[src/hw/rtl/plal_pkg.sv]
// ============================================================================
// plal_pkg
// Shared widths, opcodes, sequencer states and helpers for the polyline
// arc-length locator.
// ============================================================================
package plal_pkg;

  localparam int unsigned MAX_POINTS_DEF = 1024;

  localparam int unsigned IDX_W   = 10;  // point_index / seg_index
  localparam int unsigned CNT_W   = 11;  // point_count and walk counter
  localparam int unsigned COORD_W = 32;  // Q16.16 coordinate
  localparam int unsigned DIST_W  = 48;  // Q32.16 arc length
  localparam int unsigned MAG_W   = 32;  // |dx|, |dy|
  localparam int unsigned MUL_A_W = 48;
  localparam int unsigned MUL_B_W = 32;
  localparam int unsigned PROD_W  = MUL_A_W + MUL_B_W;
  localparam int unsigned SQ_W    = 2 * MAG_W;
  localparam int unsigned RAD_W   = SQ_W + 2;
  localparam int unsigned ROOT_W  = RAD_W / 2;
  localparam int unsigned QUO_W   = 32;

  localparam logic [DIST_W-1:0] DIST_MAX    = '1;
  localparam logic [CNT_W-1:0]  COUNT_RESET = CNT_W'(1);

  localparam logic OP_WRITE = 1'b0;
  localparam logic OP_QUERY = 1'b1;

  typedef enum logic [3:0] {
    ST_IDLE,
    ST_RD_S,
    ST_CAP_S,
    ST_CAP_J,
    ST_DIFF,
    ST_SQX,
    ST_SQY,
    ST_SQRT,
    ST_CMP,
    ST_MULX,
    ST_DIVX,
    ST_MULY,
    ST_DIVY,
    ST_FIN
  } plal_state_t;

  // next vertex on the closed path
  function automatic logic [CNT_W-1:0] wrap_next(input logic [CNT_W-1:0] i,
                                                  input logic [CNT_W-1:0] n);
    logic [CNT_W-1:0] s;
    s = i + CNT_W'(1);
    return (s == n) ? '0 : s;
  endfunction

endpackage

[src/hw/rtl/plal_mul.sv]
// ============================================================================
// plal_mul
// Bit-serial shift-add multiplier, one multiplier bit per cycle, MSB first.
// ============================================================================
module plal_mul (
  input  logic                         clk,
  input  logic                         rst_n,
  input  logic                         start,
  input  logic [plal_pkg::MUL_A_W-1:0] a,
  input  logic [plal_pkg::MUL_B_W-1:0] b,
  output logic                         done,
  output logic [plal_pkg::PROD_W-1:0]  prod
);

  localparam int unsigned CW = $clog2(plal_pkg::MUL_B_W);

  logic                         busy_r, busy_nxt;
  logic                         done_r, done_nxt;
  logic [CW-1:0]                cnt_r, cnt_nxt;
  logic [plal_pkg::MUL_A_W-1:0] a_r, a_nxt;
  logic [plal_pkg::MUL_B_W-1:0] b_r, b_nxt;
  logic [plal_pkg::PROD_W-1:0]  acc_r, acc_nxt;

  always_comb begin
    busy_nxt = busy_r;
    done_nxt = 1'b0;
    cnt_nxt  = cnt_r;
    a_nxt    = a_r;
    b_nxt    = b_r;
    acc_nxt  = acc_r;
    if (start) begin
      busy_nxt = 1'b1;
      cnt_nxt  = CW'(plal_pkg::MUL_B_W - 1);
      a_nxt    = a;
      b_nxt    = b;
      acc_nxt  = '0;
    end else if (busy_r) begin
      acc_nxt = {acc_r[plal_pkg::PROD_W-2:0], 1'b0}
              + (b_r[plal_pkg::MUL_B_W-1] ? plal_pkg::PROD_W'(a_r) : '0);
      b_nxt   = {b_r[plal_pkg::MUL_B_W-2:0], 1'b0};
      cnt_nxt = cnt_r - CW'(1);
      if (cnt_r == '0) begin
        busy_nxt = 1'b0;
        done_nxt = 1'b1;
      end
    end
  end

  always_ff @(posedge clk) begin
    if (!rst_n) begin
      busy_r <= 1'b0;
      done_r <= 1'b0;
    end else begin
      busy_r <= busy_nxt;
      done_r <= done_nxt;
    end
    cnt_r <= cnt_nxt;
    a_r   <= a_nxt;
    b_r   <= b_nxt;
    acc_r <= acc_nxt;
  end

  assign done = done_r;
  assign prod = acc_r;

endmodule

[config.mk]
export PLATFORM = sky130hd
export DESIGN_NAME = plal_mul
export DESIGN_NICKNAME = d
export VERILOG_FILES = /design/src/hw/rtl/plal_pkg.sv /design/src/hw/rtl/plal_mul.sv
export SDC_FILE = /design/constraint.sdc
export NUM_CORES = 1
export LEC_CHECK = 0
export CORE_ASPECT_RATIO = 0.9
export CORE_MARGIN = 4
export CORE_UTILIZATION = 64
export DETAILED_ROUTE_END_ITERATION = 16
export DONT_BUFFER_PORTS = 1
export PLACE_DENSITY_LB_ADDON = 0.2
export SYNTH_ARGS = -nofsm -noshare
export SYNTH_HDL_FRONTEND = slang
export SYNTH_SLANG_ARGS = --single-unit
[constraint.sdc]
create_clock -name clk -period 5.2 [get_ports clk]
set_clock_uncertainty 0.2 [all_clocks]
set_input_delay 0 -clock clk [delete_from_list [all_inputs] [get_ports clk]]
set_output_delay 0 -clock clk [all_outputs]
set_load 0.01 [all_outputs]
; ---- Word-level counts from Yosys, hierarchy flattened
; Cells that the tools add are included.
[totals]
word_cells = 20
reg_bits = 167
[classes]
reduce_logical = 3
muxes = 7
n_addsub = 2
bitwise = 2
[op_table]
columns = cell, n
row1 = adder 80 x 48 -> 80 bit, 1
row2 = two-way mux 32 bit, 2
row3 = two-way mux 48 bit, 1
row4 = zero test 5 bit, 1
row5 = "subtractor 5 x 1 -> 5 bit, second input constant", 1
row6 = two-way mux 1 bit, 4
row7 = OR reduction 3 bit, 1
row8 = inverter 1 bit, 2
row9 = nonzero test 2 bit, 1

; ---- Depth between registers and ports, before layout
[logic_depth]
ltp_word = 4
ltp_mapped = 14
ltp_nobuf = 12

; ---- Worst setup path before layout
; OpenSTA, ideal clock, no wires.
[synth_path]
path_type = reg2reg
from = reg b_r[31] (netlist name)
to = reg acc_r (netlist bit prod[78])
period_less_slack_ns = 3.721
setup_ns = 0.120
t_arrival_ns = 3.401
path_stages_with_launch = 15
slack_ns = 1.479
required_ns = 4.880
n_path_buf = 4
path_cell_list = edfxtp_1 -> clkbuf_1 -> clkbuf_1 -> and2_1 -> ha_1 -> clkbuf_1 -> and2_1 -> and3_1 -> nand2_1 -> a211o_1 -> a2111o_1 -> buf_6 -> a2111oi_4 -> a21boi_0 -> o31a_1
[synth_via]
elab_chain_cells = 2
[synth_lines]
columns = item, line
row1 = start: declaration, plal_mul.sv:21  ; logic [plal_pkg::MUL_B_W-1:0] b_r, b_nxt;
row2 = start signal: assignment, plal_mul.sv:59  ; b_r <= b_nxt;
row3 = two-way mux 48 bit, plal_mul.sv:39  ; + (b_r[plal_pkg::MUL_B_W-1] ? plal_pkg::PROD_W'(a_r) : '0);
row4 = adder 80 x 48 -> 80 bit, plal_mul.sv:39
row5 = end signal: assignment, plal_mul.sv:60  ; acc_r <= acc_nxt;
row6 = end: declaration, plal_mul.sv:22  ; logic [plal_pkg::PROD_W-1:0] acc_r, acc_nxt;
; No other way between the ends.
; A chain may end at the register's enable or synchronous reset.

; ---- Worst setup path after layout
[layout_path]
from = reg b_r[31] (netlist name)
to = reg acc_r (netlist bit prod[76])
; Same word-level chain as after synthesis.

==> impl_metrics.csv <==
group,metric,value,unit
detailed_routing,dr.pass1.iters,6,
floorplanning,coreArea,0.0149,sq mm
detailed_routing,via_count,8931,
floorplanning,die_w,139,microns
clock_network,clockRootBuffer,"clkbuf_16",
hold_path,hold_depth,1,
power,clockPowerShare,36.2,%
sta,tightestPinTransition,1000,ps
clock_network,clk_latency,440,ps
sta,hold_violations,0,
floorplanning,die_y,126,microns
floorplanning,start_util,66.3,%
worst_setup_path,path_cells,"buf_4, and2_1, ha_1, and2_1, and3_1, nand2_1, a211o_1, a2111o_1, a2111oi_4, nand4_1, a311oi_2",
power,power_density,293,mW/mm^2
worst_setup_path,cp_num_buf_inv,1,
worst_setup_path,timing.rr.end,"prod[76]$_SDFFE_PP0P_",
global_routing,overflow,0,
clock_network,cts.path.max_buffers,2,
synth,syn_area_per_cell,9.18,sq um
detailed_routing,drt_drc_violations_left,0,
placed_design,hpwl,17800,microns
clock_network,cts_sinks,167,
power,power.internal,2.40,mW
sta,fmax,0.229,GHz
sta,rsz0062_at_grt,"false",
synth,syn_area,0.00990,sq mm
global_routing,grt_max_degree,154,
detailed_routing,ant_nets,0,
worst_setup_path,ff2ff_path_depth,11,
worst_setup_path,r2r_slack,840,ps
synth,netlist_instances,1078,
worst_setup_path,end_kind,"flip-flop",
global_routing,grt_pass1_vias,8431,
placed_design,gp_congestion,0.908,
clock_network,h-tree-depth,4,
finish,nNetsFinal,1310,
worst_setup_path,max_stage_delay,660,ps
worst_setup_path,cpMostUsedCell,"and2_1",
power,p_leak,4.44,nW
sta,slew_headroom,33.0,%
detailed_routing,drt_iter0_markers,924,
global_routing,antenna_found_initial,1,
clock_network,clk_pin_slew,70,ps
synth,synth-seq-cells,167,
finish,areaGrowthSynthToFinish,19.8,%
clock_network,cts_tree,"built",
synth,synth_cell_types,69,
finish,drive_above_1_share,7.39,%
detailed_routing,drt_wl_total,28300,microns
worst_setup_path,critPathSlowestCell,"a2111oi_4",
floorplanning,ioPinCount,164,
synth,syn-num-nets,1210,
clock_network,cts_buffers,17,
hold_path,min-delay-start,"a[45]",
worst_setup_path,critical-path-top-delay-family,"compound AO/OA/AOI/OAI gates",
power,power_frac_comb,17.5,%
floorplanning,dieArea,0.0175,sq mm
global_routing,track_usage,31.5,%
finish,layout_commonest_cell,"dlygate4sd3_1",
outcome,status,"finished, final reports clean",
worst_setup_path,required,5340,ps
sta,fin_crit_sh,83.9,%
synth,synth_edf_count,80,
power,ir_drop,0.251,mV
worst_setup_path,setup.worst_path.class,"flip-flop to flip-flop",
detailed_routing,vias_per_cell,6.42,
power,power_frac_seq,46.3,%
finish,utilization,79.5,%
global_routing,grt_pass1_wl,44800,microns
hold_path,holdPathEnd,"a_r[45]$_DFFE_PP_",
worst_setup_path,crit_fanout,35,
sta,setup_violations,0,
finish,mostFrequentLayoutCells,"123 x dlygate4sd3_1, 98 x nand2_1, 90 x nor2_1, 86 x dfxtp_1, 81 x a21oi_1",
sta,finalSetupTns,0,ps
worst_setup_path,arrival,4500,ps
hold_path,worstHoldPathType,"input pin to flip-flop",
sta,post-route-min-period,4360,ps
sta,maxSlewViolCount,0,
power,swShare,30.7,%
synth,ys_async_sr_fraction,0,%
job,drv_cap,0,
synth,synth-main-ff-cell,"dfxtp_1",
detailed_routing,drt-wirelength-per-cell,20.4,microns
placed_design,io_buffers,0,
power,power,3.47,mW
floorplanning,row_count,42,
clock_network,cts_resized,0,
worst_setup_path,startpoint_type,"flip-flop",
power,p_switching,1.07,mW
worst_setup_path,timing.rr.start,"b_r[31]$_DFFE_PP_",
synth,ys_seq_area_share,41.9,%
sta,whs,3.72,ps
synth,yosysWarningCount,0,
## stage by stage
step | cell area (sq um) | std cells | setup WS (ps)
floorplan | 9900 | 1078 | 1480
global placement | 10000 | 1233 | 1030
detailed placement | 10000 | 1233 | 956
CTS | 11800 | 1386 | 909
global route | 11900 | 1389 | 551
finish | 11900 | 1391 | 839
## worst max path at each step
| stage | startpoint | to | slack (ps) | cells past startpoint |
|---|---|---|---|---|
| floorplan | b_r[31]$_DFFE_PP_ | prod[78]$_SDFFE_PP0P_ | 1480 | 14 |
| global placement | b_r[31]$_DFFE_PP_ | prod[55]$_SDFFE_PP0P_ | 1030 | 12 |
| detailed placement | b_r[31]$_DFFE_PP_ | prod[79]$_SDFFE_PP0P_ | 960 | 12 |
| CTS | b_r[31]$_DFFE_PP_ | prod[79]$_SDFFE_PP0P_ | 910 | 12 |
| global route | b_r[31]$_DFFE_PP_ | prod[79]$_SDFFE_PP0P_ | 550 | 12 |
| finish | b_r[31]$_DFFE_PP_ | prod[76]$_SDFFE_PP0P_ | 840 | 11 |
## metal layers
metal	routed length, microns	global-route usage (%)	vias up	part of all wire, %
li1	-	-	4203	-
met1	11400	41.4	4146	40
met2	13000	49.9	497	46
met3	2960	9.10	85	10
met4	926	11.4	0	3.3
met5	0	0	-	0
## area by class of cell
| type | instances | area (sq um) |
|---|---|---|
| diodes | 2 | 5.00 |
| clock buffers | 17 | 425 |
| clock inverters | 15 | 158 |
| fillers | 986 | 3070 |
| inverters | 35 | 131 |
| multi-input cells | 825 | 5430 |
| flip-flops and latches | 167 | 4150 |
| well taps | 198 | 248 |
| repair buffers | 132 | 1320 |
## timing repair
action / 4_1_cts / 5_1_grt
hold buffers: 121 / 3
setup buffers: 0 / 0
endpoints found under the hold margin: 214 / 3
## power groups by stage
stage / sequential, mW / combinational (mW) / clock, mW
3_5_place_dp: 1.63 / 0.485 / 0
3_3_place_gp: 1.63 / 0.475 / 0
5_1_grt: 1.62 / 0.668 / 1.32
4_1_cts: 1.60 / 0.583 / 1.25
6_report: 1.61 / 0.608 / 1.26
2_1_floorplan: 1.59 / 0.411 / 0
## state kept, by name (all words and copies together), names as in the netlist
register  cells
busy_r        1
a_r          48
done          1
b_r          32
cnt_r         5
prod         80
## cells in the mapped netlist, types with 17 or more instances
cell type | number | area, sq um
o21ai_0 | 59 | 295
dfxtp_1 | 87 | 1740
a21o_1 | 21 | 158
a21oi_1 | 81 | 405
edfxtp_1 | 80 | 2400
ha_1 | 48 | 601
nand2_1 | 98 | 368
and2_1 | 56 | 350
mux2i_1 | 17 | 170
nand4_1 | 18 | 113
nand3_1 | 37 | 185
nor3_1 | 22 | 110
inv_1 | 34 | 128
clkbuf_1 | 46 | 173
nor2_1 | 90 | 338
xnor2_1 | 25 | 219
a211oi_1 | 18 | 135
mux2_2 | 31 | 349
## logic make-up (layout without fill, tap and decap cells)
group,Yosys count,after routing,synth area share [%]
simple gates,400,400,20.2
compound gates,294,294,20.1
flops,167,167,41.9
buf+inv,86,199,3.34
fa+ha+maj,49,49,6.27
mux,48,48,5.25
xor+xnor,34,34,3.01
other cells,0,2,0
Power figures use the tool's default switching activity.
