==> config.mk <==
export PLATFORM = sky130hd
export DESIGN_NAME = plal_sqrt
export DESIGN_NICKNAME = d
export VERILOG_FILES = /design/src/hw/rtl/plal_pkg.sv /design/src/hw/rtl/plal_sqrt.sv
export SDC_FILE = /design/constraint.sdc
export NUM_CORES = 1
export LEC_CHECK = 0
export BUFFER_PORTS_ARGS = -buffer_cell sky130_fd_sc_hd__buf_2
export CORE_ASPECT_RATIO = 0.8
export CORE_MARGIN = 2
export CORE_UTILIZATION = 57
export CTS_CLUSTER_SIZE = 28
export DETAILED_ROUTE_END_ITERATION = 10
export HOLD_SLACK_MARGIN = 0.15
export PLACE_DENSITY = 0.79
export SYNTH_ARGS = -nofsm -noshare
export SYNTH_HDL_FRONTEND = slang
export SYNTH_SLANG_ARGS = --single-unit
==> constraint.sdc <==
create_clock -name clk -period 4.8 [get_ports clk]
set_input_delay 0 -clock clk [delete_from_list [all_inputs] [get_ports clk]]
set_output_delay 0 -clock clk [all_outputs]
set_load 0.005 [all_outputs]
==> src/hw/rtl/plal_pkg.sv <==
// ============================================================================
// plal_pkg
// Shared widths, opcodes, sequencer states and helpers for the polyline
// arc-length locator.
// ============================================================================
package plal_pkg;

  localparam int unsigned MAX_POINTS_DEF = 1024;

  localparam int unsigned IDX_W   = 10;  // point_index / seg_index
  localparam int unsigned CNT_W   = 11;  // point_count and walk counter
  localparam int unsigned COORD_W = 32;  // Q16.16 coordinate
  localparam int unsigned DIST_W  = 48;  // Q32.16 arc length
  localparam int unsigned MAG_W   = 32;  // |dx|, |dy|
  localparam int unsigned MUL_A_W = 48;
  localparam int unsigned MUL_B_W = 32;
  localparam int unsigned PROD_W  = MUL_A_W + MUL_B_W;
  localparam int unsigned SQ_W    = 2 * MAG_W;
  localparam int unsigned RAD_W   = SQ_W + 2;
  localparam int unsigned ROOT_W  = RAD_W / 2;
  localparam int unsigned QUO_W   = 32;

  localparam logic [DIST_W-1:0] DIST_MAX    = '1;
  localparam logic [CNT_W-1:0]  COUNT_RESET = CNT_W'(1);

  localparam logic OP_WRITE = 1'b0;
  localparam logic OP_QUERY = 1'b1;

  typedef enum logic [3:0] {
    ST_IDLE,
    ST_RD_S,
    ST_CAP_S,
    ST_CAP_J,
    ST_DIFF,
    ST_SQX,
    ST_SQY,
    ST_SQRT,
    ST_CMP,
    ST_MULX,
    ST_DIVX,
    ST_MULY,
    ST_DIVY,
    ST_FIN
  } plal_state_t;

  // next vertex on the closed path
  function automatic logic [CNT_W-1:0] wrap_next(input logic [CNT_W-1:0] i,
                                                  input logic [CNT_W-1:0] n);
    logic [CNT_W-1:0] s;
    s = i + CNT_W'(1);
    return (s == n) ? '0 : s;
  endfunction

endpackage

==> src/hw/rtl/plal_sqrt.sv <==
// ============================================================================
// plal_sqrt
// Digit-by-digit integer square root, one root bit per cycle (truncated).
// ============================================================================
module plal_sqrt (
  input  logic                        clk,
  input  logic                        rst_n,
  input  logic                        start,
  input  logic [plal_pkg::RAD_W-1:0]  radicand,
  output logic                        done,
  output logic [plal_pkg::ROOT_W-1:0] root
);

  localparam int unsigned RW = plal_pkg::ROOT_W + 1;  // remainder <= 2*root
  localparam int unsigned TW = RW + 2;
  localparam int unsigned CW = $clog2(plal_pkg::ROOT_W);

  logic                        busy_r, busy_nxt;
  logic                        done_r, done_nxt;
  logic [CW-1:0]               cnt_r, cnt_nxt;
  logic [plal_pkg::RAD_W-1:0]  rad_r, rad_nxt;
  logic [RW-1:0]               rem_r, rem_nxt;
  logic [plal_pkg::ROOT_W-1:0] root_r, root_nxt;
  logic [TW-1:0]               t_rem, trial, diff;

  always_comb begin
    t_rem    = {rem_r, rad_r[plal_pkg::RAD_W-1 -: 2]};
    trial    = {1'b0, root_r, 2'b01};
    diff     = t_rem - trial;
    busy_nxt = busy_r;
    done_nxt = 1'b0;
    cnt_nxt  = cnt_r;
    rad_nxt  = rad_r;
    rem_nxt  = rem_r;
    root_nxt = root_r;
    if (start) begin
      busy_nxt = 1'b1;
      cnt_nxt  = CW'(plal_pkg::ROOT_W - 1);
      rad_nxt  = radicand;
      rem_nxt  = '0;
      root_nxt = '0;
    end else if (busy_r) begin
      rad_nxt = {rad_r[plal_pkg::RAD_W-3:0], 2'b00};
      if (t_rem >= trial) begin
        rem_nxt  = diff[RW-1:0];
        root_nxt = {root_r[plal_pkg::ROOT_W-2:0], 1'b1};
      end else begin
        rem_nxt  = t_rem[RW-1:0];
        root_nxt = {root_r[plal_pkg::ROOT_W-2:0], 1'b0};
      end
      cnt_nxt = cnt_r - CW'(1);
      if (cnt_r == '0) begin
        busy_nxt = 1'b0;
        done_nxt = 1'b1;
      end
    end
  end

  always_ff @(posedge clk) begin
    if (!rst_n) begin
      busy_r <= 1'b0;
      done_r <= 1'b0;
    end else begin
      busy_r <= busy_nxt;
      done_r <= done_nxt;
    end
    cnt_r  <= cnt_nxt;
    rad_r  <= rad_nxt;
    rem_r  <= rem_nxt;
    root_r <= root_nxt;
  end

  assign done = done_r;
  assign root = root_r;

endmodule

# Yosys cells after proc, flatten, opt, wreduce, memory -nomap -nowiden
# Index checks and enable logic that the tools add are counted.
# W data, S select, Z words.
[totals] out_inout_bits=34 mem_bits_rw=0 inputBits=69 latch_bits=0 reg_bits=141 wordCells=22 rom_bits=0 memories=0
[op_classes] n_shift=0 order_cmp=1 n_mul=0 n_eq_ne=0 n_reduce_logical=3 div_mod_pow=0 addsub=2 n_bitwise=2 muxes=8
[ops] cell="$mux W66" count=2
[ops] cell="$ge A36 B35 Y1" count=1
[ops] cell="$mux W34" count=1
[ops] cell="$sub A34 B34 Y34" count=1
[ops] cell="$logic_not A6 Y1" count=1
[ops] cell="$sub A6 B1 Y6 const B" count=1
[ops] cell="$mux W1" count=5
[ops] cell="$reduce_or A3 Y1" count=1
[ops] cell="$not A1 Y1" count=2
[ops] cell="$reduce_bool A2 Y1" count=1

# Logic depth before layout (Yosys ltp)
[logic_depth] depth_word=4 depth_mapped=13 mapped_depth_nobuf=10

# Least setup slack after synthesis
# Ideal clock, no wire load.
[synth_path] kind="register -> register" startpoint="register root_r (netlist bit root[3])" endpoint="register rem_r[29]" path_buffers=0 synth_period_minus_slack_ns=2.636 required_time_ns=4.709 path_slack_ns=2.164 stages_incl_launch_ff=11 arrival_ns=2.545 setup_time_ns=0.091 path_cell_list="dfxtp_1 inv_1 ha_1 o21a_1 o21ai_0 a21oi_2 a221o_2 a211o_4 nand3b_2 mux2_4 a311oi_1"
[synth_between] elab_chain_cells=2 elab_cells_between_ends=3 cone_classes="add/sub: 1; order compare: 1; mux: 1"
[synth_lines] element="start, declared" line="plal_sqrt.sv:23" rtl="logic [plal_pkg::ROOT_W-1:0] root_r, root_nxt;"
[synth_lines] element="start signal, assigned" line="plal_sqrt.sv:70" rtl="root_r <= root_nxt;"
[synth_lines] element="$sub A34 B34 Y34 or $ge A36 B35 Y1 (tied branches)" line="plal_sqrt.sv:29, plal_sqrt.sv:44"
[synth_lines] element="$mux W34 *" line="plal_sqrt.sv:44" rtl="if (t_rem >= trial) begin"
[synth_lines] element="end signal, assigned" line="plal_sqrt.sv:69" rtl="rem_r <= rem_nxt;"
[synth_lines] element="end, declared" line="plal_sqrt.sv:22" rtl="logic [RW-1:0] rem_r, rem_nxt;"
# Mark *: on every way between the ends. The rest lies on a longest branch, timed or not.
# A chain may end at the register's enable or synchronous reset.

# Worst setup path after layout
[layout_path] startpoint="register root_r (netlist bit root[15])" endpoint="register rem_r[1]"
[layout_between] elab_chain_cells=2
[layout_lines] element="$ge A36 B35 Y1" line="plal_sqrt.sv:44"
[layout_lines] element="$mux W34" line="plal_sqrt.sv:44"
# No other way between the ends.

==> run metrics <==
status finished, final reports clean; Die H 110 µm; worst setup margin 1.38 ns; Avg Synthesized Cell Area 9.98 µm²; Sink Count 141; Startpoint Class flip-flop; pre-CTS setup slack 1.47 ns; Period minus WS final 3.42 ns; final instance area 0.00991 mm²; Async SR Flop Fraction 0%; hold_buf cts 68; Hold Crit Depth 4; die footprint 0.0151 mm²; # IOs 103; Clock power frac 31.9%; average wire per standard cell 18.0 µm; arrival time worst endpoint 3.71 ns; Final Hold Fails 0; Sw Share 35.4%; Cell Area, Synth 0.00806 mm²; DRT antenna net count 0; final core occ 72.3%; Clock Skew 0.00906 ns; vias in the first global route 6303; initial antenna violation count 1; Clock Path Buffers 2; post-synthesis compound-gate area fraction 15.7%; GP Congestion 0.861; Synth area leader edfxtp_1; # H-tree levels 4; CORE AREA 0.0137 mm²; Sequential Power Share 33.6%; Synth Register Bits 141; R2R Setup Slk 1.38 ns; Slew HR 21.1%; Die W 137 µm; Int Power 2.85 mW; Clock transition at path regs 0.06 ns; area delta synth->final 23.0%; clock root buffer clkbuf_16; GR Overflow Total 0; Residual DRC 0; Worst-Margin Slew 1.18 ns; Setup Viol. Count Final 0; DR vias/cell 5.87; Synth top area share 24.6%; sequential area share after synthesis 43.2%; Max-cap violations 0; dpl hpwl 11.5 mm; Top FF cell, synth dfxtp_1; setup TNS 0 ns; power per cell area 445 mW/mm²; Worst Path Class, Setup reg2reg; fin. max-slew vios 0; CP Data Required Time 5.09 ns; largest net degree at the start of global routing 61; CP Capture Type flip-flop; largest family of logic cells by synthesized area compound AO/OA/AOI/OAI gates; unrepaired setup endpoints after global routing false; share of layout cells above drive strength 1 24.3%; hold_ws 0.402 ns; Leak 4.06 nW; # fillers 990; hold path endpoint done; R2R depth 10; mux contribution to synthesized area 13.2%; post_cts resized 0; post-synthesis simple-gate area fraction 14.8%; fin crit share 71.3%; Post-synth EDFFs 66; NumNets Final 1061; vias post-DR 6740; Worst Hold Launch rst_n; worst-path fanout max 29; CTS tree yes; GRT Total Usage 27.1%; r2r endpoint rem_r[1]; f_max 292 MHz; Worst-Skew Late Latency 0.43 ns; first-pass GRT wire length 31.5 mm; Post-Syn Nets 913; drt first pass iters 6; XOR/XNOR Fraction of Synth Area 2.50%; Max VDD drop 411 µV; 1st-iter DRT viols 518; combinational share of power 34.5%; HP Class in2reg; Net Switching 1.56 mW; FP Rows 38; synth warn 0; unique cell type count in the Yosys netlist 71; dominant cells by area after synthesis edfxtp_1, dfxtp_1, mux2_2; postcts setup bufs 0; number of CTS-inserted buffers 17; Mapped Cells 807; final WL 20.7 mm; port bufs 102; starting density of the core 58.8%; synthesized-area fraction occupied by adder cells 5.75%; r2r startpoint root[15]; dpl cell area 0.00861 mm²
==> final cells by class <==
| type | instances | area [µm²] | area share, % |
|---|---|---|---|
| antenna | 1 | 2.50 | 0.0253 |
| clock buffer | 17 | 425 | 4.29 |
| clock inverter | 15 | 185 | 1.87 |
| inverter | 45 | 169 | 1.71 |
| multi-input combinational | 576 | 4190 | 42.3 |
| sequential | 141 | 3490 | 35.2 |
| tap | 180 | 225 | 2.27 |
| timing repair buffer | 174 | 1220 | 12.4 |
==> cells in the final DEF, fill, tap and decap left out, types with 14 or more instances in the layout <==
cell           instances
clkbuf_16             17
o21ai_0               21
buf_2                101
a311oi_1              24
a21o_1                14
nand3_1               19
inv_1                 45
a21oi_1               45
edfxtp_1              66
dfxtp_1               74
nor2_1                87
mux2i_1               33
nand2_1               74
dlygate4sd3_1         68
ha_1                  37
mux2_2                64
==> state kept, by name, indices dropped and copies added (netlist names) <==
name,count
busy_r,1
cnt_r,6
done,1
rad_r,66
rem_r,34
root,33
==> kinds of logic after synthesis <==
family / Yosys count
adder cells (fa/ha/maj): 37
buffers and inverters: 90
flip-flops: 141
multiplexers: 98
XOR/XNOR: 23
AO/OA/AOI/OAI: 171
AND/OR/NAND/NOR: 247
==> power groups by stage <==
stage	Sequential, mW	Combinational [mW]	Clock [mW]
after floorplan	1.46	1.18	0
after global placement	1.49	1.39	0
after detailed placement	1.50	1.41	0
after CTS	1.47	1.47	1.39
after global routing	1.49	1.66	1.46
final	1.48	1.52	1.40
==> how the worst max path moves through the flow <==
stage / slack, ns / cells past startpoint / from / to
floorplan: 2.16 / 10 / root[3] / rem_r[29]
global placement: 1.57 / 10 / root[15] / rem_r[1]
detailed placement: 1.47 / 10 / root[5] / rem_r[14]
CTS: 1.46 / 10 / root[5] / rem_r[14]
global route: 1.14 / 10 / root[21] / rem_r[1]
finish: 1.38 / 10 / root[15] / rem_r[1]
==> Yosys cell counts (3+ instances only) <==
library cell and number:
a211oi_1 3, a21o_1 14, a21oi_1 45, a21oi_2 4, a311oi_1 24, a311oi_2 5, a31oi_1 6, and2_1 4
and3_1 6, and4_1 4, buf_1 8, buf_2 8, buf_4 4, buf_6 3, clkbuf_1 22, dfxtp_1 75
edfxtp_1 66, ha_1 37, inv_1 45, mux2_2 64, mux2i_1 33, nand2_1 74, nand2b_1 11, nand3_1 19
nand3b_1 3, nand4_1 4, nor2_1 87, nor2b_1 3, nor3_1 5, nor4_1 5, o211ai_1 5, o21a_1 8
o21ai_0 21, o21ai_1 3, o21bai_1 5, o31ai_1 4, or3_1 6, xnor2_1 13, xor2_1 10
==> stage by stage <==
step,cells,power (mW)
global placement,1048,2.89
CTS,1148,4.33
global route,1149,4.61
detailed placement,1048,2.90
floorplan,807,2.64
finish,1149,4.41
==> layer usage <==
layer	vias to the layer above	track usage, %	wire length (µm)
met5	-	0	0
met4	0	14.1	804
met3	63	5.81	1200
met2	265	43.9	9840
met1	3174	34.4	8840
li1	3238	-	-
==> critical path: stages, from the launching register on <==
cell	delay [ns]
dfxtp_1	0.36
inv_1	0.05
ha_1	0.38
a21o_1	0.23
a21o_1	0.18
a21oi_1	0.22
a21boi_2	0.32
a21bo_2	0.24
nand2_1	0.70
o211ai_1	0.47
a21oi_1	0.11
Note: power is estimated with default switching activity, not from simulation.
