==> src/hw/rtl/plal_pkg.sv <==
// ============================================================================
// plal_pkg
// Shared widths, opcodes, sequencer states and helpers for the polyline
// arc-length locator.
// ============================================================================
package plal_pkg;

  localparam int unsigned MAX_POINTS_DEF = 1024;

  localparam int unsigned IDX_W   = 10;  // point_index / seg_index
  localparam int unsigned CNT_W   = 11;  // point_count and walk counter
  localparam int unsigned COORD_W = 32;  // Q16.16 coordinate
  localparam int unsigned DIST_W  = 48;  // Q32.16 arc length
  localparam int unsigned MAG_W   = 32;  // |dx|, |dy|
  localparam int unsigned MUL_A_W = 48;
  localparam int unsigned MUL_B_W = 32;
  localparam int unsigned PROD_W  = MUL_A_W + MUL_B_W;
  localparam int unsigned SQ_W    = 2 * MAG_W;
  localparam int unsigned RAD_W   = SQ_W + 2;
  localparam int unsigned ROOT_W  = RAD_W / 2;
  localparam int unsigned QUO_W   = 32;

  localparam logic [DIST_W-1:0] DIST_MAX    = '1;
  localparam logic [CNT_W-1:0]  COUNT_RESET = CNT_W'(1);

  localparam logic OP_WRITE = 1'b0;
  localparam logic OP_QUERY = 1'b1;

  typedef enum logic [3:0] {
    ST_IDLE,
    ST_RD_S,
    ST_CAP_S,
    ST_CAP_J,
    ST_DIFF,
    ST_SQX,
    ST_SQY,
    ST_SQRT,
    ST_CMP,
    ST_MULX,
    ST_DIVX,
    ST_MULY,
    ST_DIVY,
    ST_FIN
  } plal_state_t;

  // next vertex on the closed path
  function automatic logic [CNT_W-1:0] wrap_next(input logic [CNT_W-1:0] i,
                                                  input logic [CNT_W-1:0] n);
    logic [CNT_W-1:0] s;
    s = i + CNT_W'(1);
    return (s == n) ? '0 : s;
  endfunction

endpackage

==> src/hw/rtl/plal_div.sv <==
// ============================================================================
// plal_div
// Restoring divider, one quotient bit per cycle. The quotient is known to
// fit QUO_W bits, so the upper dividend part starts as the remainder.
// ============================================================================
module plal_div (
  input  logic                        clk,
  input  logic                        rst_n,
  input  logic                        start,
  input  logic [plal_pkg::ROOT_W-1:0] num_hi,
  input  logic [plal_pkg::QUO_W-1:0]  num_lo,
  input  logic [plal_pkg::ROOT_W-1:0] den,
  output logic                        done,
  output logic [plal_pkg::QUO_W-1:0]  quot
);

  localparam int unsigned CW = $clog2(plal_pkg::QUO_W);
  localparam int unsigned TW = plal_pkg::ROOT_W + 1;

  logic                        busy_r, busy_nxt;
  logic                        done_r, done_nxt;
  logic [CW-1:0]               cnt_r, cnt_nxt;
  logic [plal_pkg::ROOT_W-1:0] rem_r, rem_nxt;
  logic [plal_pkg::ROOT_W-1:0] den_r, den_nxt;
  logic [plal_pkg::QUO_W-1:0]  lo_r, lo_nxt;
  logic [plal_pkg::QUO_W-1:0]  q_r, q_nxt;
  logic [TW-1:0]               t_rem, diff;

  always_comb begin
    t_rem    = {rem_r, lo_r[plal_pkg::QUO_W-1]};
    diff     = t_rem - {1'b0, den_r};
    busy_nxt = busy_r;
    done_nxt = 1'b0;
    cnt_nxt  = cnt_r;
    rem_nxt  = rem_r;
    den_nxt  = den_r;
    lo_nxt   = lo_r;
    q_nxt    = q_r;
    if (start) begin
      busy_nxt = 1'b1;
      cnt_nxt  = CW'(plal_pkg::QUO_W - 1);
      rem_nxt  = num_hi;
      den_nxt  = den;
      lo_nxt   = num_lo;
      q_nxt    = '0;
    end else if (busy_r) begin
      lo_nxt = {lo_r[plal_pkg::QUO_W-2:0], 1'b0};
      if (t_rem >= {1'b0, den_r}) begin
        rem_nxt = diff[plal_pkg::ROOT_W-1:0];
        q_nxt   = {q_r[plal_pkg::QUO_W-2:0], 1'b1};
      end else begin
        rem_nxt = t_rem[plal_pkg::ROOT_W-1:0];
        q_nxt   = {q_r[plal_pkg::QUO_W-2:0], 1'b0};
      end
      cnt_nxt = cnt_r - CW'(1);
      if (cnt_r == '0) begin
        busy_nxt = 1'b0;
        done_nxt = 1'b1;
      end
    end
  end

  always_ff @(posedge clk) begin
    if (!rst_n) begin
      busy_r <= 1'b0;
      done_r <= 1'b0;
    end else begin
      busy_r <= busy_nxt;
      done_r <= done_nxt;
    end
    cnt_r <= cnt_nxt;
    rem_r <= rem_nxt;
    den_r <= den_nxt;
    lo_r  <= lo_nxt;
    q_r   <= q_nxt;
  end

  assign done = done_r;
  assign quot = q_r;

endmodule

==> config.mk <==
export PLATFORM = sky130hd
export DESIGN_NAME = plal_div
export DESIGN_NICKNAME = d
export VERILOG_FILES = /design/src/hw/rtl/plal_pkg.sv /design/src/hw/rtl/plal_div.sv
export SDC_FILE = /design/constraint.sdc
export NUM_CORES = 1
export LEC_CHECK = 0
export CELL_PAD_IN_SITES_DETAIL_PLACEMENT = 0
export CELL_PAD_IN_SITES_GLOBAL_PLACEMENT = 1
export CORE_MARGIN = 4
export CORE_UTILIZATION = 25
export DETAILED_ROUTE_END_ITERATION = 16
export DONT_BUFFER_PORTS = 1
export PLACE_DENSITY_LB_ADDON = 0.1
export SKIP_CTS_REPAIR_TIMING = 1
export SLEW_MARGIN = 20
export SYNTH_ARGS = -nofsm -noshare
export SYNTH_HDL_FRONTEND = slang
export SYNTH_SLANG_ARGS = --single-unit
==> constraint.sdc <==
create_clock -name clk -period 4.2 [get_ports clk]
set_clock_uncertainty 0.2 [all_clocks]
set_input_delay 0.21 -clock clk [delete_from_list [all_inputs] [get_ports clk]]
set_output_delay 0.21 -clock clk [all_outputs]
set_load 0.01 [all_outputs]
After elaboration in Yosys (flattened, before gate mapping) --
Index checks and enable logic that the tools add are counted.
Storage, ports and cells: flip-flop bits (word level) 137, bits of input ports 101, output and inout bits 33
Cells by class: add/subtract/negate cells 2, order comparisons 1, muxes and demuxes 10, bitwise operators 2, reduce and logical (&&, ||, !) cells 3
Operators by type and width (number):
- two-way mux 33 bit | 3
- two-way mux 32 bit | 2
- >= comparator 34 x 33 -> 1 bit | 1
- subtractor 33 bit | 1
- logical NOT 5 bit | 1
- two-way mux 1 bit | 5
- subtractor 5 x 1 -> 5 bit (second input constant) | 1
- OR reduction 3 bit | 1
- inverter 1 bit | 2
- nonzero test 2 bit | 1

Depth between registers and ports, before layout --
Gate-level depths: netlist of run 1.
word-level depth 4, mapped depth 15, depth with buffers taken out 12

Worst setup path before layout of run 1 --
No wires, ideal clock.
kind register -> register, start reg lo_r[31] (netlist name), end reg rem_r[11] (netlist name), data pin, arrival time 2.884 ns, data required time 3.740 ns, slack 0.856 ns, cell stages (with the launch flop) 15, path buffers 2, clock period less this slack 3.344 ns, cells stage by stage edfxtp_1 inv_1 ha_1 inv_1 fa_1 a21oi_1 o211ai_1 and3_1 o21ai_2 a2111oi_4 or2_1 buf_6 buf_12 mux2_4 mux2_2
Between the ends: word-level cells in the longest chain between the ends 4, elaborated cells on any way between the ends 5
RTL lines:
- from (decl) | RTL line plal_div.sv:25 | logic [plal_pkg::QUO_W-1:0] lo_r, lo_nxt;
- from (signal assigned) | RTL line plal_div.sv:74 | lo_r <= lo_nxt;
- subtractor 33 bit / >= comparator 34 x 33 -> 1 bit (equally long branches) | RTL line plal_div.sv:31, plal_div.sv:48
- two-way mux 33 bit * | RTL line plal_div.sv:48 | if (t_rem >= {1'b0, den_r}) begin
- two-way mux 33 bit * | RTL line plal_div.sv:46 | end else if (busy_r) begin
- two-way mux 33 bit * | RTL line plal_div.sv:39 | if (start) begin
- via rem_nxt, one bit | RTL line plal_div.sv:23 | logic [plal_pkg::ROOT_W-1:0] rem_r, rem_nxt;
- to (signal assigned) | RTL line plal_div.sv:72 | rem_r <= rem_nxt;
- to (decl) | RTL line plal_div.sv:23
The timed path passes the listed nets; every way through them passes the cells marked *. The select of a mux whose other input is x is not followed. A chain may end at the register's enable or synchronous reset.

Worst setup path in the final report of run 1 --
start reg den_r[0] (netlist name), end reg rem_r[3] (netlist name), data pin
Between the ends: word-level cells in the longest chain between the ends 4, elaborated cells on any way between the ends 5
RTL lines:
- from (decl) | RTL line plal_div.sv:24 | logic [plal_pkg::ROOT_W-1:0] den_r, den_nxt;
- from (signal assigned) | RTL line plal_div.sv:73 | den_r <= den_nxt;
- subtractor 33 bit / >= comparator 34 x 33 -> 1 bit (equally long branches) | RTL line plal_div.sv:31, plal_div.sv:48
- two-way mux 33 bit * | RTL line plal_div.sv:48
- two-way mux 33 bit * | RTL line plal_div.sv:46
- two-way mux 33 bit * | RTL line plal_div.sv:39
- via rem_nxt, one bit | RTL line plal_div.sv:23
Marked as above.

==> results.cfg, run 1 <==
[run_status]
status = finished, violations left
violations = hold timing

[timing]
post-route-min-period_ns = 3.82
setup_slack_ns = 0.384
hold_violations = 1
setup_viol = 0
tns_ns = 0
max_slew.worst_pin.slew_ns = 0.646
final-max-slew-violation-count = 0
max_slew_margin_pct = 56.9
rsz0062_at_grt = false
fmax_ghz = 0.262
min_period_over_period_pct = 90.9
hold_slack_ns = -0.000673

[die]
start_util_pct = 25.3
die-width_microns = 181
rows = 63
ioPinCount = 134
die_height_microns = 181
fp.coreArea_sq_mm = 0.0296
die_area_sq_mm = 0.0328

[clocking]
cts_buffers = 17
clock-root-buffer = clkbuf_16
cts_max_level = 4
clock_latency_ns = 0.43
clock-sinks = 137
clkTransAtPathRegs_ns = 0.07
clockBufferDepth = 2
cts_tree = built

[logic_synthesis]
synth.top_cells.by_count = edfxtp_1, a21oi_1, mux2_2, nor2_1, inv_1
syn-num-nets = 798
synth-edff-count = 98
synth_cell_types = 64
yosysTopAreaCellShare_pct = 39.3
async_reset_ff_share_pct = 0
yosys_warnings = 0
synth_most_common_cell = edfxtp_1
synth_cells = 662
ys_seq_elements = 137
synth_area_leaders = edfxtp_1, dfxtp_1, mux2_2, ha_1, mux2i_1
syn_area_per_cell_sq_um = 11.3
synthesis.area_sq_mm = 0.00748
ys.flop_type = edfxtp_1
yosysSeqAreaShare_pct = 49.8
synth_top_cell_by_area = edfxtp_1

[route]
drc = 0
via_per_inst = 4.49
drtIter0Drc = 194
wire_per_inst_microns = 17.0
drtPass1Iterations = 6
drtAntennaViolNets = 0
drt-total-wl_microns = 19800
via_count = 5223

[critical_path]
cp-startpoint = den_r[0]
cp_max_fo = 33
reg2reg_to = rem_r[3]
worstSetupStartpointType = flop
worstSetupEndpoint = rem_r[3]
crit_type = flop to flop
required_ns = 4.18
cp-end-kind = flop
r2r_slack_ns = 0.38
rr_worst_depth = 12
crit_arrival_ns = 3.79
timing.rr.start = den_r[0]

[place]
dp_cells = 1028
dp_hpwl_microns = 13000
dp_slack_ns = 0.314
gp_congestion = 0.742
portBuffers = 0

[global_route]
grt_use_total_pct = 11.4
grt_max_degree = 165
grt_pass1_vias = 5278
grt_first_pass_wirelength_microns = 29500
grt_antenna_before_repair = 1
grt-ovfl-total = 0

[worst_hold_path]
hp-class = input port to flop

[final_layout]
finalNonFillerCells = 1162
fin_util_pct = 32.1
drive_above_1_share_pct = 15.0
area_delta_synth_final_pct = 26.9
nFillCells = 3053
nets = 894

[pwr]
vdd_ir_drop_max_mv = 0.321
leakagePower_nw = 3.66
report.power.total_mw = 5.23
p_per_area_mw_per_mm2 = 551

[flow_run]
max-cap-violations = 0
[sequential cells by signal, summed over array words and instances (netlist names)]
signal and flops:
busy_r 1, lo_r 32, den_r 33, done 1
quot 32, cnt_r 5, rem_r 33
[routing by layer]
| metal | GRT usage [%] | up-vias | routed length, microns |
|---|---|---|---|
| li1 | - | 2603 | - |
| met1 | 14.0 | 2487 | 8890 |
| met2 | 18.4 | 117 | 9290 |
| met5 | 0 | - | 0 |
| met3 | 4.95 | 16 | 1230 |
| met4 | 3.12 | 0 | 371 |
[worst min-delay path by stage]
stage / from / depth (start not counted) / to / slack, ns
after global placement: den[29] / 0 / den_r[29] / 0.11
after detailed placement: den[25] / 0 / den_r[25] / 0.11
final: start / 2 / rem_r[32] / -0.0007
after CTS: den[26] / 0 / den_r[26] / -0.36
after global routing: start / 2 / rem_r[28] / 0.02
after floorplan: den[0] / 0 / den_r[0] / 0.11
[cell type report]
type,count,area (sq um),area share (%)
multi-input combinational,451,3440,36.2
sequential,137,3720,39.3
clock inverter,14,138,1.45
tap,390,488,5.14
antenna,1,2.50,0.0264
clock buffer,18,450,4.75
inverter,45,169,1.78
timing repair buffer,106,1080,11.4
[kinds of logic (layout without fill, tap and decap cells)]
logic type	Yosys count	count (layout)	synth area share, %
and+or+nand+nor	166	166	11.5
DFF	137	137	49.8
AOI/OAI and AO/OA	125	125	10.4
muxes	97	97	14.8
buffers and inverters	74	183	4.32
adders and majority gates	35	35	5.96
xor gates and xnor gates	28	28	3.28
other	0	1	0
[cells in the final DEF (no fill, tap or decap), types with 7 or more instances in the layout]
cell             n
nand2_1         31
nor2b_1         16
xnor2_1         18
a21oi_1         55
nand4_1          7
inv_8            8
edfxtp_1        98
inv_1           45
nand2b_1         8
a21o_1           8
dfxtp_1         38
o21bai_1         7
mux2_2          50
ha_1            34
mux2i_1         33
nor3_1          11
dlygate4sd3_1  100
o21ai_0         28
xor2_1          10
nor2_1          49
clkbuf_16       18
mux2_4          14
[where the power goes]
part           internal, mW  total [mW]  switching (mW)  leakage, nW
Combinational         0.927        1.93            1.01         2.08
Clock                 0.829        1.53           0.701        0.292
Sequential             1.68        1.77          0.0866         1.29
[critical path, cell delays in order (launching register included)]
cell       delay, ns
edfxtp_1        0.45
ha_1            0.24
inv_1           0.06
fa_1            0.20
a21oi_1         0.11
o211ai_1        0.35
and3_1          0.26
o21ai_2         0.10
a2111oi_4       0.50
or2_1           0.21
buf_12          0.25
mux2_2          0.36
mux2_2          0.26
[through the flow]
stage               area (sq um)  hold WS, ns
CTS                         8450       -0.358
detailed placement          7870        0.109
global route                9490       0.0199
global placement            7870        0.109
floorplan                   7480        0.109
finish                      9490    -0.000673
Note: power is estimated with default switching activity, not from simulation.
==> inputs of run 2 (changes only) <==
--- a/config.mk
+++ b/config.mk
@@ -5,10 +5,12 @@
 export SDC_FILE = /design/constraint.sdc
 export NUM_CORES = 1
 export LEC_CHECK = 0
+export CAP_MARGIN = 40
 export CELL_PAD_IN_SITES_DETAIL_PLACEMENT = 0
 export CELL_PAD_IN_SITES_GLOBAL_PLACEMENT = 1
 export CORE_MARGIN = 4
 export CORE_UTILIZATION = 25
+export CTS_BUF_LIST = sky130_fd_sc_hd__clkbuf_8 sky130_fd_sc_hd__clkbuf_16
 export DETAILED_ROUTE_END_ITERATION = 16
 export DONT_BUFFER_PORTS = 1
 export PLACE_DENSITY_LB_ADDON = 0.1
==> results.cfg, run 2 (synthesis gave the netlist of run 1 again) <==
[die]
fp.coreArea_sq_mm = 0.0296
ioPinCount = 134
start_util_pct = 25.3
die_height_microns = 181
die_area_sq_mm = 0.0328
rows = 63
die-width_microns = 181

[clocking]
clock-sinks = 137
clkTransAtPathRegs_ns = 0.07
cts_tree = built
clock_latency_ns = 0.43
clockBufferDepth = 2
cts_max_level = 4
cts_buffers = 17
clock-root-buffer = clkbuf_16

[pwr]
vdd_ir_drop_max_mv = 0.346
p_per_area_mw_per_mm2 = 549
leakagePower_nw = 3.66

[route]
drc = 0
wire_per_inst_microns = 16.9
drtPass1Iterations = 8
via_per_inst = 4.51
drt-total-wl_microns = 19600
via_count = 5234
drtIter0Drc = 206
drtAntennaViolNets = 0

[critical_path]
cp_max_fo = 11
cp.buffers_inverters = 2
worstSetupStartpointType = flop
cp_top_family = simple AND/OR/NAND/NOR gates
crit_arrival_ns = 3.74
required_ns = 4.19
critPathSlowestCell = or4b_1
cp-end-kind = flop
max_stage_delay_ns = 0.50
crit_type = flop to flop
path_cells = ha_1 -> inv_1 -> fa_1 -> a21oi_1 -> o211ai_1 -> and3_1 -> o21ai_2 -> a2111oi_4 -> nor2_2 -> buf_6 -> or4b_1 -> and4_1

[timing]
fmax_ghz = 0.267
hold_violations = 2
hold_slack_ns = -0.00982
post-route-min-period_ns = 3.74
rsz0062_at_grt = false
tns_ns = 0
max_slew_margin_pct = 56.4
final-max-slew-violation-count = 0
min_period_over_period_pct = 89.1
setup_viol = 0
max_slew.worst_pin.slew_ns = 0.654

[final_layout]
largest_registers = den_r: 33 flops, rem_r: 33 flops
fin_util_pct = 32.0
nFillCells = 3063
mostFrequentLayoutCell = dlygate4sd3_1
drive_above_1_share_pct = 14.9
register_area_sq_mm = 0.00372
diodes = 0
area_delta_synth_final_pct = 26.5
nets = 894
multi_input_area_sq_mm = 0.00343
layout_common_cells = dlygate4sd3_1, edfxtp_1, a21oi_1

[global_route]
grt_use_total_pct = 11.5
grt-ovfl-total = 0
grt_first_pass_wirelength_microns = 29700
grt_antenna_before_repair = 0
grt_max_degree = 165
grt_pass1_vias = 5312

[run_status]
violations = hold timing
status = finished, violations left

[flow_run]
max-cap-violations = 0

[worst_hold_path]
hp-class = input port to flop

[place]
dp_hpwl_microns = 13000
gp_congestion = 0.742
portBuffers = 0
run 2: cell types whose count changed in the layout (fill, tap and decap cells not counted), moves of 2 or more:
| cell | before | now |
|---|---|---|
| clkinv_4 | 1 | 3 |
| inv_1 | 45 | 47 |
| inv_4 | 0 | 2 |
| inv_6 | 3 | 6 |
| inv_8 | 8 | 1 |
run 2: worst reg2reg max path: cells and delay by family (launching register included):
kind                     cells  cell delay [ns]
flip-flops                   1             0.43
AO/OA/AOI/OAI                4             1.00
buffers and inverters        2             0.27
adder cells (fa/ha/maj)      2             0.44
AND/OR/NAND/NOR              4             1.15
run 2: area by class of cell:
class | count | share of cell area (%)
clock buffer | 17 | 4.50
inverter | 45 | 1.79
multi-input combinational | 451 | 36.3
timing repair buffer | 106 | 11.4
sequential | 137 | 39.4
tap | 390 | 5.16
clock inverter | 15 | 1.48
run 2: through the flow:
step / hold slack (ns) / total power [mW] / setup slack [ns] / cells / area (sq um)
2_1_floorplan: 0.109 / 3.27 / 0.856 / 662 / 7480
3_3_place_gp: 0.109 / 3.65 / 0.386 / 1028 / 7870
3_5_place_dp: 0.109 / 3.65 / 0.410 / 1029 / 7880
4_1_cts: -0.361 / 5.19 / 0.393 / 1061 / 8440
5_1_grt: 0.00271 / 5.55 / 0.218 / 1161 / 9460
6_report: -0.00982 / 5.19 / 0.456 / 1161 / 9460
run 2: worst paths after layout:
path / cells past startpoint / start / slack (ns) / end
hold / removal: 2 / start / -0.01 / rem_r[28]
setup reg to reg: 12 / den_r[0] / 0.46 / rem_r[31]
setup / recovery: 12 / den_r[0] / 0.46 / rem_r[31]
hold reg to reg: 2 / cnt_r[3] / 0.29 / cnt_r[3]
run 2: power breakdown:
| part | switching, mW | leakage (nW) | internal [mW] |
|---|---|---|---|
| clock | 0.663 | 0.289 | 0.829 |
| sequential | 0.0884 | 1.29 | 1.68 |
| combinational | 0.996 | 2.08 | 0.932 |
run 2: routing by layer:
layer  track usage [%]  share of wire [%]  vias up
met5                 0                  0        -
met4              3.51                1.4        0
met3              5.13                5.3       16
met2              18.2                 47      102
met1              14.0                 47     2516
li1                  -                  -     2600
==> inputs of run 3 (changes only) <==
--- a/config.mk
+++ b/config.mk
@@ -9,11 +9,12 @@
 export CELL_PAD_IN_SITES_DETAIL_PLACEMENT = 0
 export CELL_PAD_IN_SITES_GLOBAL_PLACEMENT = 1
 export CORE_MARGIN = 4
-export CORE_UTILIZATION = 25
+export CORE_UTILIZATION = 54
 export CTS_BUF_LIST = sky130_fd_sc_hd__clkbuf_8 sky130_fd_sc_hd__clkbuf_16
 export DETAILED_ROUTE_END_ITERATION = 16
 export DONT_BUFFER_PORTS = 1
 export PLACE_DENSITY_LB_ADDON = 0.1
+export SETUP_SLACK_MARGIN = 0.15
 export SKIP_CTS_REPAIR_TIMING = 1
 export SLEW_MARGIN = 20
 export SYNTH_ARGS = -nofsm -noshare
==> constraint.sdc (replaced) <==
create_clock -name clk -period 4.8 [get_ports clk]
set_clock_uncertainty 0.2 [all_clocks]
set_input_delay 0.24 -clock clk [delete_from_list [all_inputs] [get_ports clk]]
set_output_delay 0.24 -clock clk [all_outputs]
set_load 0.01 [all_outputs]
==> results.cfg, run 3 (synthesis gave the netlist of run 1 again) <==
[flow_run]
max-cap-violations = 0

[global_route]
grt_first_pass_wirelength_microns = 25600
grt_max_degree = 165
grt_use_total_pct = 20.1
grt-ovfl-total = 0
grt_antenna_before_repair = 2
grt_pass1_vias = 5210

[route]
drtAntennaViolNets = 0
wire_per_inst_microns = 17.8
drc = 0
drtPass1Iterations = 5
via_per_inst = 5.60
drtIter0Drc = 268
via_count = 5324
drt-total-wl_microns = 16900

[worst_hold_path]
hp-class = input port to flop
whs_path_depth = 2

[final_layout]
drive_above_1_share_pct = 15.0
area_delta_synth_final_pct = 22.6
largest_registers = den_r: 33 flops, rem_r: 33 flops
fin_util_pct = 68.4
mostFrequentLayoutCell = dlygate4sd3_1
layout_common_cells = dlygate4sd3_1, edfxtp_1, a21oi_1
nets = 895

[critical_path]
crit_arrival_ns = 4.00
timing.rr.start = den_r[0]
rr_worst_depth = 12
worstSetupStartpointType = flop
cp_max_fo = 13
worstSetupEndpoint = rem_r[19]
r2r_slack_ns = 0.76
cp-startpoint = den_r[0]
crit_type = flop to flop
reg2reg_to = rem_r[19]
required_ns = 4.77
cp-end-kind = flop

[timing]
min_period_over_period_pct = 84.1
setup_viol = 0
hold_violations = 4
max_slew_margin_pct = 59.2
final-max-slew-violation-count = 0
rsz0062_at_grt = false
tns_ns = 0
post-route-min-period_ns = 4.04
fmax_ghz = 0.248
max_slew.worst_pin.slew_ns = 0.612
hold_slack_ns = -0.0356

[die]
start_util_pct = 55.8
die_height_microns = 126
die-width_microns = 126
die_area_sq_mm = 0.0158
rows = 42
ioPinCount = 134
fp.coreArea_sq_mm = 0.0134

[place]
gp_congestion = 0.835
portBuffers = 0
dp_hpwl_microns = 10900

[clocking]
clock-root-buffer = clkbuf_16
clkTransAtPathRegs_ns = 0.06
cts_tree = built
cts_buffers = 17
clockBufferDepth = 2
clock_latency_ns = 0.43
clock-sinks = 137
cts_max_level = 4

[pwr]
report.power.total_mw = 4.42
vdd_ir_drop_max_mv = 0.268
p_per_area_mw_per_mm2 = 482
leakagePower_nw = 3.63

[run_status]
violations = hold timing
status = finished, violations left
[run 3: cell count changes in the layout (fill, tap and decap cells not counted), sizes merged]
| cell | delta |
|---|---|
| diode | +2 |
| bufinv | -1 |
| inv | -4 |
| clkinv | +1 |
| clkinvlp | +4 |
| buf | +1 |
[run 3: worst min path at each step]
stage                     from        end  slack, ns
floorplan               den[0]   den_r[0]       0.14
global placement         start    quot[7]       0.12
detailed placement       start    quot[7]       0.13
CTS                      start    quot[7]      -0.33
global route             start  rem_r[28]      -0.03
finish              num_hi[29]  rem_r[29]      -0.04
[run 3: final cells by class]
cell class                 count  area (sq um)
clock buffer                  17           425
fill                        1025          4230
multi-input combinational    451          3430
tap                          176           220
antenna                        2          5.00
clock inverter                15           118
timing repair buffer         107          1070
inverter                      45           169
sequential                   137          3720
[run 3: worst max-delay path: stages, from the launching register on]
cell,delay [ns]
edfxtp_1,0.37
ha_1,0.22
inv_1,0.08
fa_1,0.21
a21oi_1,0.11
o211ai_1,0.34
and3_1,0.25
o21ai_2,0.09
a2111oi_4,0.45
or2_1,0.51
buf_4,0.36
mux2_4,0.32
mux2_2,0.26
[run 3: metal layers]
metal	global-route usage, %	routed length [microns]	part of all wire [%]
met5	0	0	0
met4	7.59	391	2.3
met3	9.65	1160	6.9
met2	32.4	8340	49
met1	23.4	6970	41
[run 3: through the flow]
step / instance area (sq um) / setup WS [ns] / std cells
final: 9170 / 0.762 / 950
after global routing: 9170 / 0.409 / 950
after CTS: 8140 / 0.767 / 847
after detailed placement: 7590 / 0.808 / 815
after global placement: 7590 / 0.922 / 815
after floorplan: 7480 / 1.46 / 662
[run 3: where the power goes]
part           total [mW]  switching [mW]  internal, mW
combinational        1.66           0.850         0.815
clock                1.21           0.536         0.669
sequential           1.55          0.0778          1.47
